==> src/hdl/fepb_pkg.sv <==
// Shared types and constants for the flash envelope pixel blend.
package fepb_pkg;

    // Register clamps and envelope limits
    localparam logic [3:0] ATTACK_MAX  = 4'd10;
    localparam logic [3:0] SUSTAIN_MAX = 4'd10;
    localparam logic [4:0] DECAY_MAX   = 5'd25;
    localparam logic [5:0] TOTAL_MAX   = 6'd45;

    // Fade arithmetic
    localparam int unsigned NUM_W      = 15;
    localparam logic [14:0] FADE_SPAN  = 15'd510;
    localparam logic [7:0]  FADE_FULL  = 8'd255;
    localparam int unsigned QUO_W      = 8;

    // Item kinds carried on tuser
    localparam logic MODE_FRAME = 1'b0;
    localparam logic MODE_PIXEL = 1'b1;

    // Configuration register indexes
    typedef enum logic [1:0] {
        REG_ATTACK  = 2'd0,
        REG_SUSTAIN = 2'd1,
        REG_DECAY   = 2'd2
    } reg_index_t;

    typedef struct packed {
        logic [3:0] attack_frames;
        logic [3:0] sustain_frames;
        logic [4:0] decay_frames;
    } cfg_t;

    typedef struct packed {
        logic [7:0] red;
        logic [7:0] green;
        logic [7:0] blue;
    } pixel_t;

    typedef struct packed {
        logic        is_pixel;
        logic [31:0] trigger_word;
        pixel_t      pix;
    } item_t;

endpackage

==> src/hdl/fepb_front.sv <==
// Front end: input stage that accepts and classifies stream items.
module fepb_front
(
    input  logic            clk,
    input  logic            rst_n,
    input  logic            s_axis_tvalid,
    output logic            s_axis_tready,
    input  logic [55:0]     s_axis_tdata,   // trigger_word, red_in, green_in, blue_in
    input  logic            s_axis_tuser,   // mode
    input  logic            q_full,
    output logic            q_wr,
    output fepb_pkg::item_t q_item
);

    logic            stage_valid_reg;
    fepb_pkg::item_t stage_item_reg;
    fepb_pkg::item_t decoded;

    // Classify the incoming transaction; pixels carry no trigger, frames no color
    always_comb
    begin
        decoded = '0;
        decoded.is_pixel = (s_axis_tuser == fepb_pkg::MODE_PIXEL);
        if (decoded.is_pixel)
        begin
            decoded.pix.red   = s_axis_tdata[39:32];
            decoded.pix.green = s_axis_tdata[47:40];
            decoded.pix.blue  = s_axis_tdata[55:48];
        end
        else
        begin
            decoded.trigger_word = s_axis_tdata[31:0];
        end
    end

    // Stage drains into the queue whenever it has room
    assign q_wr          = stage_valid_reg && !q_full;
    assign q_item        = stage_item_reg;
    assign s_axis_tready = !stage_valid_reg || !q_full;

    // Hold one classified item
    always_ff @(posedge clk or negedge rst_n)
    begin
        if (!rst_n)
        begin
            stage_valid_reg <= 1'b0;
            stage_item_reg  <= '0;
        end
        else if (s_axis_tready)
        begin
            stage_valid_reg <= s_axis_tvalid;
            if (s_axis_tvalid)
            begin
                stage_item_reg <= decoded;
            end
        end
    end

endmodule

==> src/hdl/fepb_queue.sv <==
// Short item queue between front and back end.
module fepb_queue
#(
    parameter int unsigned DEPTH = 4
)
(
    input  logic            clk,
    input  logic            rst_n,
    input  logic            wr,
    input  fepb_pkg::item_t wr_item,
    output logic            full,
    input  logic            rd,
    output logic            rd_valid,
    output fepb_pkg::item_t rd_item
);

    localparam int unsigned PTR_W = (DEPTH > 1) ? $clog2(DEPTH) : 1;
    localparam int unsigned CNT_W = $clog2(DEPTH + 1);
    localparam logic [PTR_W-1:0] LAST_PTR = PTR_W'(DEPTH - 1);
    localparam logic [CNT_W-1:0] FULL_CNT = CNT_W'(DEPTH);

    fepb_pkg::item_t   mem_reg [DEPTH];
    logic [PTR_W-1:0]  wr_ptr_reg;
    logic [PTR_W-1:0]  rd_ptr_reg;
    logic [CNT_W-1:0]  count_reg;
    logic              do_wr;
    logic              do_rd;

    assign full     = (count_reg == FULL_CNT);
    assign rd_valid = (count_reg != '0);
    assign rd_item  = mem_reg[rd_ptr_reg];
    assign do_wr    = wr && !full;
    assign do_rd    = rd && rd_valid;

    // Store entries
    always_ff @(posedge clk)
    begin
        if (do_wr)
        begin
            mem_reg[wr_ptr_reg] <= wr_item;
        end
    end

    // Advance pointers and occupancy
    always_ff @(posedge clk or negedge rst_n)
    begin
        if (!rst_n)
        begin
            wr_ptr_reg <= '0;
            rd_ptr_reg <= '0;
            count_reg  <= '0;
        end
        else
        begin
            if (do_wr)
            begin
                wr_ptr_reg <= (wr_ptr_reg == LAST_PTR) ? '0 : wr_ptr_reg + 1'b1;
            end
            if (do_rd)
            begin
                rd_ptr_reg <= (rd_ptr_reg == LAST_PTR) ? '0 : rd_ptr_reg + 1'b1;
            end
            if (do_wr && !do_rd)
            begin
                count_reg <= count_reg + 1'b1;
            end
            else if (do_rd && !do_wr)
            begin
                count_reg <= count_reg - 1'b1;
            end
        end
    end

endmodule

==> src/hdl/fepb_back.sv <==
// Back end: envelope update on frame starts and pixel blend toward white.
module fepb_back
(
    input  logic             clk,
    input  logic             rst_n,
    input  fepb_pkg::cfg_t   cfg,
    input  logic             head_valid,
    input  fepb_pkg::item_t  head,
    output logic             pop,
    output logic             out_valid,
    input  logic             out_ready,
    output fepb_pkg::pixel_t out_pixel
);

    typedef enum logic {
        ST_RUN,
        ST_DIV
    } state_t;

    state_t           state_reg;
    logic [31:0]      last_trigger_reg;
    logic [5:0]       frames_left_reg;
    logic [7:0]       fade_reg;
    logic             bypass_reg;
    logic             out_valid_reg;
    fepb_pkg::pixel_t out_pixel_reg;
    logic [14:0]      rem_reg;
    logic [12:0]      dsh_reg;
    logic [7:0]       quo_reg;
    logic [2:0]       step_reg;

    logic [3:0]  atk;
    logic [3:0]  sus;
    logic [4:0]  dec;
    logic [5:0]  total;
    logic [5:0]  atk_sus;
    logic        trig_changed;
    logic        bypass_hit;
    logic [5:0]  fl_eff;
    logic [5:0]  fl_dec;
    logic [5:0]  elapsed;
    logic        phase_attack;
    logic        phase_sustain;
    logic        need_div;
    logic [14:0] num;
    logic [5:0]  den;
    logic [7:0]  fade_now;
    logic        frame_pop;
    logic        pix_pop;
    logic        div_ge;
    logic [7:0]  quo_next;

    // Blend one channel toward white
    function automatic logic [7:0] blend(input logic [7:0] fade, input logic [7:0] p);
        logic [15:0] sum;
        sum = 16'(fade * fepb_pkg::FADE_FULL)
            + 16'(p * (fepb_pkg::FADE_FULL - fade));
        return sum[15:8];
    endfunction

    // Clamp registers and find the envelope phase
    always_comb
    begin
        atk = (cfg.attack_frames  > fepb_pkg::ATTACK_MAX)  ? fepb_pkg::ATTACK_MAX
                                                           : cfg.attack_frames;
        sus = (cfg.sustain_frames > fepb_pkg::SUSTAIN_MAX) ? fepb_pkg::SUSTAIN_MAX
                                                           : cfg.sustain_frames;
        dec = (cfg.decay_frames   > fepb_pkg::DECAY_MAX)   ? fepb_pkg::DECAY_MAX
                                                           : cfg.decay_frames;
        atk_sus       = {2'b00, atk} + {2'b00, sus};
        total         = atk_sus + {1'b0, dec};
        trig_changed  = (head.trigger_word != last_trigger_reg);
        bypass_hit    = !trig_changed && (frames_left_reg == '0);
        fl_eff        = trig_changed ? total : frames_left_reg;
        fl_dec        = (fl_eff == '0) ? '0 : fl_eff - 1'b1;
        elapsed       = (fl_eff > total) ? '0 : total - fl_eff;
        phase_attack  = (elapsed < {2'b00, atk});
        phase_sustain = (elapsed < atk_sus);
    end

    // Pick the fade directly or set up a division
    always_comb
    begin
        need_div = 1'b0;
        fade_now = '0;
        num      = fepb_pkg::NUM_W'(fl_eff) * fepb_pkg::FADE_SPAN + 1'b1;
        den      = {dec, 1'b0};
        if (phase_attack)
        begin
            need_div = 1'b1;
            num      = fepb_pkg::NUM_W'(elapsed) * fepb_pkg::FADE_SPAN + 1'b1;
            den      = {1'b0, atk, 1'b0};
        end
        else if (phase_sustain)
        begin
            fade_now = fepb_pkg::FADE_FULL;
        end
        else if (dec == '0)
        begin
            fade_now = '0;
        end
        else if (fl_eff >= {1'b0, dec})
        begin
            fade_now = fepb_pkg::FADE_FULL;
        end
        else
        begin
            need_div = 1'b1;
        end
    end

    // Queue head handling
    assign frame_pop = (state_reg == ST_RUN) && head_valid && !head.is_pixel;
    assign pix_pop   = (state_reg == ST_RUN) && head_valid && head.is_pixel
                       && (!out_valid_reg || out_ready);
    assign pop       = frame_pop || pix_pop;

    // One restoring division step
    assign div_ge   = (rem_reg >= {2'b00, dsh_reg});
    assign quo_next = {quo_reg[fepb_pkg::QUO_W-2:0], div_ge};

    assign out_valid = out_valid_reg;
    assign out_pixel = out_pixel_reg;

    // State, envelope registers, divider and output register
    always_ff @(posedge clk or negedge rst_n)
    begin
        if (!rst_n)
        begin
            state_reg        <= ST_RUN;
            last_trigger_reg <= '0;
            frames_left_reg  <= '0;
            fade_reg         <= '0;
            bypass_reg       <= 1'b0;
            out_valid_reg    <= 1'b0;
            out_pixel_reg    <= '0;
            rem_reg          <= '0;
            dsh_reg          <= '0;
            quo_reg          <= '0;
            step_reg         <= '0;
        end
        else
        begin
            // Drop the result once taken; reload on a new pixel
            if (pix_pop)
            begin
                out_valid_reg <= 1'b1;
                if (bypass_reg)
                begin
                    out_pixel_reg <= head.pix;
                end
                else
                begin
                    out_pixel_reg.red   <= blend(fade_reg, head.pix.red);
                    out_pixel_reg.green <= blend(fade_reg, head.pix.green);
                    out_pixel_reg.blue  <= blend(fade_reg, head.pix.blue);
                end
            end
            else if (out_ready)
            begin
                out_valid_reg <= 1'b0;
            end

            case (state_reg)
                ST_RUN:
                begin
                    if (frame_pop)
                    begin
                        if (bypass_hit)
                        begin
                            bypass_reg <= 1'b1;
                        end
                        else
                        begin
                            bypass_reg       <= 1'b0;
                            last_trigger_reg <= head.trigger_word;
                            frames_left_reg  <= fl_dec;
                            if (need_div)
                            begin
                                // First step weighs the top quotient bit
                                rem_reg   <= num;
                                dsh_reg   <= {den, 7'b0};
                                quo_reg   <= '0;
                                step_reg  <= 3'(fepb_pkg::QUO_W - 1);
                                state_reg <= ST_DIV;
                            end
                            else
                            begin
                                fade_reg <= fade_now;
                            end
                        end
                    end
                end
                ST_DIV:
                begin
                    if (div_ge)
                    begin
                        rem_reg <= rem_reg - {2'b00, dsh_reg};
                    end
                    dsh_reg <= dsh_reg >> 1;
                    quo_reg <= quo_next;
                    if (step_reg == '0)
                    begin
                        fade_reg  <= quo_next;
                        state_reg <= ST_RUN;
                    end
                    else
                    begin
                        step_reg <= step_reg - 1'b1;
                    end
                end
                default:
                begin
                    state_reg <= ST_RUN;
                end
            endcase
        end
    end

    // Nothing leaves the queue while a fade is being computed
    assert property (@(posedge clk) disable iff (!rst_n)
        (state_reg == ST_DIV) |-> !pop)
        else $error("queue popped during fade division");

    // A taken pixel always shows up on the output next cycle
    assert property (@(posedge clk) disable iff (!rst_n)
        pix_pop |=> out_valid_reg)
        else $error("pixel lost between queue and output");

    // The last division step returns to normal running
    assert property (@(posedge clk) disable iff (!rst_n)
        (state_reg == ST_DIV && step_reg == '0) |=> (state_reg == ST_RUN))
        else $error("divider overran its step count");

    // The frame counter never exceeds the longest envelope
    assert property (@(posedge clk) disable iff (!rst_n)
        frames_left_reg <= fepb_pkg::TOTAL_MAX)
        else $error("frame counter above envelope length");

endmodule

==> src/hdl/flash_envelope_pixel_blend.sv <==
// Top level of the flash envelope pixel blend.
//
// A fade-to-white flash for a video stream, shaped by an attack, sustain and
// decay envelope counted in frames. Items enter on the s_axis channel:
// tuser low marks a frame start carrying a trigger word, tuser high a pixel.
// A frame start whose trigger differs from the stored one restarts the
// envelope and sets this frame's fade level; an unchanged trigger with the
// envelope run out makes the frame pass unchanged. Each pixel produces one
// transaction on m_axis with its blended RGB; frame starts produce none.
// Envelope lengths are written on the cfg channel, which is always ready;
// write them only while the stream is idle.
// An accepted item passes the input stage, the queue and the output
// register before output valid rises. Pixels sustain one per cycle while
// the receiver is ready and no fade division runs. A frame start whose
// fade needs the shared bit-serial divider (attack and partial decay
// frames) holds the queue until the division ends; pixels behind it wait
// in the queue meanwhile while the input keeps filling the queue.
// Reset clears the envelope state, fade level and all valid flags. When the
// receiver stalls, the output register holds and the queue and input stage
// fill before s_axis_tready drops.
module flash_envelope_pixel_blend
#(
    parameter int unsigned QUEUE_DEPTH = 4
)
(
    input  logic        clk,
    input  logic        rst_n,
    input  logic        s_axis_tvalid,
    output logic        s_axis_tready,
    input  logic [55:0] s_axis_tdata,   // trigger_word, red_in, green_in, blue_in
    input  logic        s_axis_tuser,   // mode
    output logic        m_axis_tvalid,
    input  logic        m_axis_tready,
    output logic [23:0] m_axis_tdata,   // red_out, green_out, blue_out
    input  logic        cfg_valid,
    output logic        cfg_ready,
    input  logic [1:0]  cfg_index,
    input  logic [4:0]  cfg_data
);

    fepb_pkg::cfg_t   cfg_reg;
    logic             q_wr;
    logic             q_full;
    fepb_pkg::item_t  q_in_item;
    logic             q_rd;
    logic             q_rd_valid;
    fepb_pkg::item_t  q_head;
    fepb_pkg::pixel_t out_pixel;

    assign cfg_ready = 1'b1;

    // Hold envelope configuration; writes to unknown indexes are dropped
    always_ff @(posedge clk or negedge rst_n)
    begin
        if (!rst_n)
        begin
            cfg_reg <= '0;
        end
        else if (cfg_valid && cfg_ready)
        begin
            case (cfg_index)
                fepb_pkg::REG_ATTACK:  cfg_reg.attack_frames  <= cfg_data[3:0];
                fepb_pkg::REG_SUSTAIN: cfg_reg.sustain_frames <= cfg_data[3:0];
                fepb_pkg::REG_DECAY:   cfg_reg.decay_frames   <= cfg_data;
                default:               cfg_reg <= cfg_reg;
            endcase
        end
    end

    fepb_front u_front
    (
        .clk           (clk),
        .rst_n         (rst_n),
        .s_axis_tvalid (s_axis_tvalid),
        .s_axis_tready (s_axis_tready),
        .s_axis_tdata  (s_axis_tdata),
        .s_axis_tuser  (s_axis_tuser),
        .q_full        (q_full),
        .q_wr          (q_wr),
        .q_item        (q_in_item)
    );

    fepb_queue
    #(
        .DEPTH (QUEUE_DEPTH)
    )
    u_queue
    (
        .clk      (clk),
        .rst_n    (rst_n),
        .wr       (q_wr),
        .wr_item  (q_in_item),
        .full     (q_full),
        .rd       (q_rd),
        .rd_valid (q_rd_valid),
        .rd_item  (q_head)
    );

    fepb_back u_back
    (
        .clk        (clk),
        .rst_n      (rst_n),
        .cfg        (cfg_reg),
        .head_valid (q_rd_valid),
        .head       (q_head),
        .pop        (q_rd),
        .out_valid  (m_axis_tvalid),
        .out_ready  (m_axis_tready),
        .out_pixel  (out_pixel)
    );

    // Pack result, red in the lowest byte
    assign m_axis_tdata = {out_pixel.blue, out_pixel.green, out_pixel.red};

endmodule

==> config.mk <==
export PLATFORM = sky130hd
export DESIGN_NAME = flash_envelope_pixel_blend
export DESIGN_NICKNAME = d
export VERILOG_FILES = /design/src/hdl/fepb_pkg.sv /design/src/hdl/fepb_front.sv /design/src/hdl/fepb_queue.sv /design/src/hdl/fepb_back.sv /design/src/hdl/flash_envelope_pixel_blend.sv
export SDC_FILE = /design/constraint.sdc
export NUM_CORES = 1
export LEC_CHECK = 0
export BUFFER_PORTS_ARGS = -buffer_cell sky130_fd_sc_hd__buf_2
export CELL_PAD_IN_SITES_DETAIL_PLACEMENT = 0
export CELL_PAD_IN_SITES_GLOBAL_PLACEMENT = 2
export CORE_MARGIN = 1.5
export CORE_UTILIZATION = 39
export CTS_CLUSTER_SIZE = 40
export DETAILED_ROUTE_END_ITERATION = 8
export PLACE_DENSITY_LB_ADDON = 0.08
export SETUP_SLACK_MARGIN = 0.02
export SYNTH_ARGS = -nofsm -noshare
export SYNTH_HDL_FRONTEND = slang
export SYNTH_SLANG_ARGS = --single-unit
==> constraint.sdc <==
create_clock -name clk -period 7.6 [get_ports clk]
set_input_delay 1.9 -clock clk [delete_from_list [all_inputs] [get_ports clk]]
set_output_delay 1.9 -clock clk [all_outputs]
set_load 0.01 [all_outputs]
==> impl_results.md <==
- Async set-reset flop share out of synthesis: 45.3%
- Syn Inst Count: 2508
- Fmax: 0.130 GHz
- Clock Latency Late Sink: 0.61 ns
- Synth warnings: 0
- Die Ht: 273 um
- Setup tns final: -0.133 ns
- TritonCTS clock tree: built
- Syn_area_per_cell: 11.3 sq um
- Number of port buffers: 94
- P&R area growth vs syn: 16.7%
- First drt pass iteration count: 5
- Final worst slack: -0.0880 ns
- Total GRT Usage: 18.8%
- Number of synthesized flops with an enable pin: 228
- Critical path arrival: 8.16 ns
- Root buffer cell: clkbuf_16
- Seq cells post-synth: 417
- Worst slew margin: 35.5%
- Hold-fix buffers, CTS: 0
- Top_reg_cell synth: edfxtp_1
- Max clock buf depth: 3
- H-tree depth: 2
- DR vias: 18200
- HP Class: flop to flop
- Critical Path Max Stage Delay: 0.58 ns
- Worst Hold Path Cells: 1
- Gpl congestion: 0.810
- Least-Margin Pin Slew: 0.961 ns
- Initial drt markers: 803
- Clock period minus worst slack: 7.69 ns
- Status: finished with violations
- Pin count of the biggest net entering global routing: 131
- Grt total ovfl: 0
- Cts bufs inserted: 48
- Vias in the first global route: 19500
- Drt wl/cell: 18.0 um
- RSZ-0062 raised after global routing: true
- Yosys cell types: 76
- Crit end category: flop
- Synth Net Count: 3019
- Clock transition at path regs: 0.08 ns
- Final hold violations: 0
- Core area: 71900 sq um
- Initial antenna violation count: 2
- Worst Path Required: 8.08 ns
- Post-route DRC: 0
- Layout cell share with drive strength beyond 1: 20.1%
- Max cap viols: 0
- Final-report max-slew violation count: 0
- Startpoint types: flop
- Post-synthesis sequential area ratio: 40.7%
- Vias/cell: 4.89
- Largest register FFs: 228
- Slowest CP cell: fa_2
- Final setup violation count: 4
- Post-DP HPWL: 48.7 mm
- Crit path kind: flop to flop
- Layout Nets: 3250
- Crit-path max FO: 6
- Final period util: 101%
- Mapped Area: 28400 sq um
- Failing checks: setup timing
- Antenna Nets Post-Route: 0
- # IOs: 96
- Worst Clk Skew: 0.0298 ns
- Rows: 98
- First-pass GRT wire length: 110 mm
- Initial Util: 39.6%
- Reg2reg path depth: 32
- Die ar.: 74600 sq um
- Clock sink count: 417
- Routed Wire Length: 67.3 mm
- DIE WIDTH: 273 um
-- stage by stage --
stage / hold WS [ns] / utilization, % / area [sq um] / setup WS, ns / instances
floorplan: 0.445 / - / 28600 / 0.0223 / 2508
global placement: 0.464 / 43.3 / 31100 / -0.413 / 3621
detailed placement: 0.467 / 43.3 / 31100 / -0.553 / 3621
CTS: 0.489 / 45.9 / 33000 / -0.155 / 3723
global route: 0.499 / 46.2 / 33200 / -0.478 / 3729
finish: 0.482 / 46.2 / 33200 / -0.0880 / 3731
-- Yosys cell counts, types with 41 or more instances --
library cell | number | area share, %
nor2b_1 | 41 | 0.90
a21oi_1 | 83 | 1.5
mux4_2 | 48 | 3.8
o21ai_0 | 122 | 2.1
xnor2_1 | 90 | 2.8
dfrtp_1 | 189 | 17
nand2_1 | 265 | 3.5
nor2_1 | 119 | 1.6
mux2_2 | 52 | 2.1
fa_1 | 210 | 15
nand2b_1 | 87 | 1.9
clkbuf_1 | 66 | 0.87
inv_1 | 347 | 4.6
edfxtp_1 | 228 | 24
ha_1 | 232 | 10
-- cells in the final DEF (no fill, tap or decap), drive strengths merged, types with 4 or more instances in the layout --
master / synthesis / final
inv: 348 / 349
nand2: 265 / 265
buf: 20 / 265
ha: 232 / 232
edfxtp: 228 / 228
fa: 210 / 210
dfrtp: 189 / 189
o21ai: 132 / 132
nor2: 119 / 119
xnor2: 90 / 90
nand2b: 88 / 88
a21oi: 84 / 84
clkbuf: 66 / 63
mux2: 60 / 60
mux4: 48 / 48
nor2b: 41 / 41
mux2i: 30 / 30
a21o: 27 / 27
xor2: 25 / 25
clkinv: 1 / 24
and2: 20 / 20
nor3: 15 / 15
nand4: 13 / 13
o21bai: 13 / 13
nand3: 10 / 10
or2: 10 / 10
and3: 10 / 10
o31ai: 9 / 9
a21boi: 9 / 9
a22o: 8 / 8
or3: 8 / 8
a211oi: 8 / 8
o211ai: 7 / 7
o21a: 6 / 6
a31oi: 6 / 6
nor4: 6 / 6
o21ba: 4 / 4
-- worst paths after layout --
check	end	slack (ns)	startpoint
min reg2reg	u_back.step_reg[0]	0.48	u_back.step_reg[0]
min in group asynchronous	u_back.dsh_reg[9]	1.25	rst_n
max	u_back.rem_reg[13]	-0.09	u_queue.rd_ptr_reg[0]
max reg2reg	u_back.rem_reg[13]	-0.09	u_queue.rd_ptr_reg[0]
max in group asynchronous	u_back.out_pixel[22]	5.05	rst_n
min	u_back.step_reg[0]	0.48	u_back.step_reg[0]
-- logic make-up after synthesis --
family	after synthesis	share of synthesized area [%]
buffers and inverters	435	5.89
other	1	0.0132
XOR/XNOR	115	3.54
AND/OR/NAND/NOR	615	10.1
AO/OA/AOI/OAI	344	7.42
flip-flops	417	40.7
adder cells (fa/ha/maj)	443	25.0
multiplexers	138	7.28
-- critical path, delay by kind of cell, from the launching register on --
| kind | cells | cell delay (ns) |
|---|---|---|
| flip-flops | 1 | 0.49 |
| XOR/XNOR | 1 | 0.15 |
| buffers and inverters | 4 | 0.42 |
| AND/OR/NAND/NOR | 7 | 1.65 |
| adder cells (fa/ha/maj) | 7 | 2.58 |
| multiplexers | 3 | 1.08 |
| AO/OA/AOI/OAI | 10 | 1.16 |
-- repair_timing --
item | in CTS | in global routing
setup buffers | 11 | 6
pin swaps | 31 | 33
gates cloned | 1 | 0
setup endpoints to repair | 8 | 21
gates resized for setup | 36 | 52
-- layer usage --
metal / track usage [%] / up-vias / part of all wire, % / wire length (um)
met3: 2.35 / 68 / 3.0 / 2000
met1: 27.0 / 9129 / 49 / 32700
met5: 0 / - / 0 / 0
met4: 3.52 / 0 / 1.4 / 957
li1: - / 8848 / - / -
met2: 30.8 / 202 / 47 / 31600
-- final cells by class --
class                   count  area [sq um]
repair buffers            267          1900
clock inverters            28           277
multi-input cells        1656         15600
inverters                 349          1310
diodes                      2          5.00
well taps                 950          1190
flip-flops and latches    417         11600
clock buffers              62          1310
fillers                  6770         38700
Power is left out: the tool's default activity adds up to more than one toggle a clock period on the data nets, which glitch-free logic cannot reach.
